## src/hdl/lpot_ram.sv

```systemverilog
// Generic single-port-write, single-port-read RAM with a registered read.
// Stand-alone; width and depth come from the parameters.
`default_nettype none

module lpot_ram #(
   parameter int WIDTH = 8,
   parameter int DEPTH = 256
) (
   input  wire logic                     clock,
   input  wire logic                     wr_en,
   input  wire logic [$clog2(DEPTH)-1:0] wr_addr,
   input  wire logic [WIDTH-1:0]         wr_data,
   input  wire logic [$clog2(DEPTH)-1:0] rd_addr,
   output logic      [WIDTH-1:0]         rd_data
);

   logic [WIDTH-1:0] mem_ff [DEPTH];
   logic [WIDTH-1:0] rd_data_ff;

   always_ff @(posedge clock) begin
      if (wr_en) begin
         mem_ff[wr_addr] <= wr_data;
      end
      rd_data_ff <= mem_ff[rd_addr];
   end

   assign rd_data = rd_data_ff;

endmodule

`default_nettype wire

```

## config.mk

```make
export PLATFORM = sky130hd
export DESIGN_NAME = lpot_ram
export DESIGN_NICKNAME = d
export VERILOG_FILES = /design/src/hdl/lpot_ram.sv
export SDC_FILE = /design/constraint.sdc
export NUM_CORES = 2
export LEC_CHECK = 0
export BUFFER_PORTS_ARGS = -buffer_cell sky130_fd_sc_hd__buf_2
export CELL_PAD_IN_SITES_DETAIL_PLACEMENT = 1
export CELL_PAD_IN_SITES_GLOBAL_PLACEMENT = 1
export CORE_MARGIN = 5
export CORE_UTILIZATION = 46
export DETAILED_ROUTE_END_ITERATION = 16
export PLACE_DENSITY = 0.64
export SYNTH_ARGS = -nofsm -noshare
export SYNTH_HDL_FRONTEND = slang
export SYNTH_SLANG_ARGS = --single-unit
```

## constraint.sdc

```tcl
create_clock -name clock -period 3.1 [get_ports clock]
set_input_delay 0.775 -clock clock [delete_from_list [all_inputs] [get_ports clock]]
set_output_delay 0.775 -clock clock [all_outputs]
set_load 0.1 [all_outputs]
```

==> metrics <==
worst reg2reg endpoint=rd_data[0]; relative area change from synthesis to final layout=18.0%; post-route met1 wirelength=89.4 mm; count of flip-flops with a built-in enable after synthesis=2,048; maximum VDD drop=0.624 mV; Final Hold Violating Endpoints=0; required time reported for the critical path endpoint=3800 ps; Setup Fix Bufs, Post-CTS=0; number of fill cells in the layout=14,900; share of total power in the clock network=42.4%; final period utilization=97.8%; Util after Layout=54.7%; cell count after synthesis=3,733; most common cell after layout, fill and taps aside=sky130_fd_sc_hd__edfxtp_1; number of buffers between clock root and the deepest sink=3; Die W=426 um; average detailed-routed wire length per instance=31.7 um; sum of met2 wire segment lengths after detailed routing=109 mm; Remaining Overflow, GRT=0; average cell area after synthesis=21.3 um^2; cell internal power dissipation=0.0463 W; Logic pwr share=5.7%; switching pwr=0.0129 W; power per unit of standard cell area=630 nW/um^2; ANT nets after route=0; register-to-register setup slack=410 ps; top area cells in the synthesized netlist=sky130_fd_sc_hd__edfxtp_1 (77%), sky130_fd_sc_hd__mux4_2 (13%), sky130_fd_sc_hd__mux2i_1 (1.7%); H-tree depth=4; footprint of the flip-flops and latches=61,700 um^2; Final Routed Wirelength=218 mm; worst reg2reg path depth=6; first drt pass iteration count=5; most frequent cells in the layout=sky130_fd_sc_hd__edfxtp_1 (2,048), sky130_fd_sc_hd__buf_4 (559), sky130_fd_sc_hd__mux4_2 (454), sky130_fd_sc_hd__nor2_1 (279), sky130_fd_sc_hd__clkbuf_16 (207); final setup violating endpoints=0; cell chain of the critical path=buf_8 > buf_12 > buf_12 > buf_12 > mux4_2 > a22oi_1 > a21oi_1 > nor4_1 > buf_4 > nor4_2; effective utilization at floorplan=46.3%; global-route wire length before repair=317 mm; unrepaired setup endpoints after global routing=no; Hold/Removal Path Class=in -> reg; Overall Global Routing Usage=24.2%; clock period minus final worst setup slack=3030 ps; vertical extent of the die=426 um; Worst setup endpoint=rd_data[0]; Yosys warning count=0; via count=41,100; Pins Over Slew Limit=0; per-cell via count in the routed design=5.98; top flip-flop cell by instance count after synthesis=sky130_fd_sc_hd__edfxtp_1; Routed met3 length=13.8 mm; final cell area excluding filler cells=93,900 um^2; worst skew pair latency=850 ps; buffer cell driving the clock tree root=sky130_fd_sc_hd__clkbuf_16; nature of the critical path endpoint=flop; net count after synthesis=3,759; Detailed Place HPWL=140 mm; CTS sink count=2,056; DRC Markers=0; number of maximum-capacitance constraint violations=0; area of the die=181,000 um^2; highest fanout seen on the critical path=12; clock-pin slew on the worst setup and hold paths=60 ps; share of synthesized area occupied by flip-flops and latches=77.5%; combined area of the multi-input logic cells=16,500 um^2; Top Metal Used=met4; worst rel slew slack=26.6%; Highest Clock Rate=330 MHz; Crit Path Class=in -> reg; slew at the pin closest to its max-slew limit=1100 ps; async set-or-reset flop fraction in the synthesized netlist=0%; post-cts resize count=0; clk_skew=28.3 ps; register bit total from synthesis=2,056; fraction of layout cells with a size suffix above 1=31.6%; aggregate negative setup slack=0 ps; number of global-route vias before repair=43,200; number of buffers created by CTS=206; count of cell types in the netlist=55; largest net degree at the start of global routing=93; IO Pins=34; longest individual stage delay on the worst path=820 ps; number of rows created at floorplan=152; sequential cell fraction of total power=51.9%; data arrival time of the critical path=3730 ps; worst r2r src=mem_ff[31][0]; Port-buffer cells=33; result of the run=completed; TritonCTS clock tree=built; antenna violations before repair=10; top cell type's share of synthesized area=77.3%; static leakage=30.3 nW; slowest library cell on the worst path=sky130_fd_sc_hd__nor4_1; sort of element at the start of the critical path=input pin; Critical path origin=rd_addr[0]; number of nets at the end of the flow=4,402; placeable core region=172,000 um^2; First DRT Iteration DRCs=4,646; instance area after placement=87,100 um^2; library cell appearing most often on the critical path=sky130_fd_sc_hd__buf_12; switch share=21.7%; total standard cell area after synthesis=79,600 um^2; leading area contributor after synthesis=sky130_fd_sc_hd__edfxtp_1; number of buffers added to fix hold violations after cts=0; final weighted congestion of routability-driven global placement=0.828
cell type report:
cell class,count,area share [%]
Inverter,2,0.00800
Clock buffer,250,5.72
Tap cell,2310,3.08
Clock inverter,139,1.53
Timing Repair Buffer,668,6.40
Sequential cell,2056,65.7
Antenna cell,4,0.0107
Multi-Input combinational cell,1442,17.6
cells by family after synthesis:
kind of cell / count (synthesis) / share of synthesized area, %
and+or+nand+nor: 466 / 2.63
buffers and inverters: 235 / 1.83
muxes: 591 / 14.6
AOI/OAI and AO/OA: 385 / 3.42
DFF: 2056 / 77.5
stage by stage:
step / worst slack, ps / hold WS, ps / total power, W / std cells
after floorplan: 387 / 770 / 0.0329 / 3733
after global placement: -738 / 1050 / 0.0346 / 6478
after detailed placement: -773 / 1090 / 0.0347 / 6478
after CTS: 127 / 208 / 0.0596 / 6867
after global routing: 80.0 / 231 / 0.0611 / 6868
final: 68.3 / 257 / 0.0591 / 6871
Yosys cell counts, types with 3 or more instances:
master	n
sky130_fd_sc_hd__nor2b_1	31
sky130_fd_sc_hd__buf_8	13
sky130_fd_sc_hd__buf_4	27
sky130_fd_sc_hd__buf_12	8
sky130_fd_sc_hd__o22ai_1	28
sky130_fd_sc_hd__mux2i_1	134
sky130_fd_sc_hd__nand2_1	33
sky130_fd_sc_hd__edfxtp_1	2048
sky130_fd_sc_hd__o221ai_1	46
sky130_fd_sc_hd__nor3_1	22
sky130_fd_sc_hd__or2_2	4
sky130_fd_sc_hd__nor4_2	3
sky130_fd_sc_hd__a221oi_1	13
sky130_fd_sc_hd__nand3_1	34
sky130_fd_sc_hd__o22a_1	5
sky130_fd_sc_hd__a211oi_1	16
sky130_fd_sc_hd__nor2_1	282
sky130_fd_sc_hd__buf_6	21
sky130_fd_sc_hd__nand4_1	10
sky130_fd_sc_hd__dfxtp_1	8
sky130_fd_sc_hd__a22oi_1	133
sky130_fd_sc_hd__a22o_1	8
sky130_fd_sc_hd__o211ai_1	10
sky130_fd_sc_hd__nor4_1	24
sky130_fd_sc_hd__o21ai_0	10
sky130_fd_sc_hd__a21oi_1	96
sky130_fd_sc_hd__nand2b_1	8
sky130_fd_sc_hd__o32ai_1	4
sky130_fd_sc_hd__buf_2	31
sky130_fd_sc_hd__and2_1	6
sky130_fd_sc_hd__mux4_2	454
sky130_fd_sc_hd__clkbuf_1	111
sky130_fd_sc_hd__buf_1	22
worst max-delay path, delay by kind of cell:
kind	cells	cell delay (ps)
AO/OA/AOI/OAI	2	580
buffers and inverters	5	950
multiplexers	1	510
AND/OR/NAND/NOR	2	860
routing by layer:
metal | global-route usage, % | vias up
met5 | 0 | -
met3 | 3.86 | 287
met1 | 33.8 | 22300
li1 | - | 17000
met2 | 40.2 | 1501
met4 | 6.59 | 0
worst min path at each step:
stage               slack, ps  depth (start not counted)     startpoint            end
floorplan                 770                          6  mem_ff[40][3]     rd_data[3]
global placement         1050                          7  mem_ff[32][5]     rd_data[5]
detailed placement       1090                          7  mem_ff[32][5]     rd_data[5]
CTS                       210                          1     wr_data[7]  mem_ff[83][7]
global route              230                          1     wr_data[7]  mem_ff[83][7]
finish                    260                          1     wr_data[7]  mem_ff[89][7]
power groups by stage:
stage          combinational (W)  clock, W  sequential (W)
2_1_floorplan            0.00149         0          0.0314
3_3_place_gp             0.00333         0          0.0313
3_5_place_dp             0.00339         0          0.0313
4_1_cts                  0.00340    0.0255          0.0307
5_1_grt                  0.00353    0.0269          0.0307
6_report                 0.00336    0.0251          0.0307
sequential cells by signal, summed over array words and instances, names as in the netlist:
signal and count:
mem_ff 2048, rd_data 8
(Power assumes the default switching activity.)
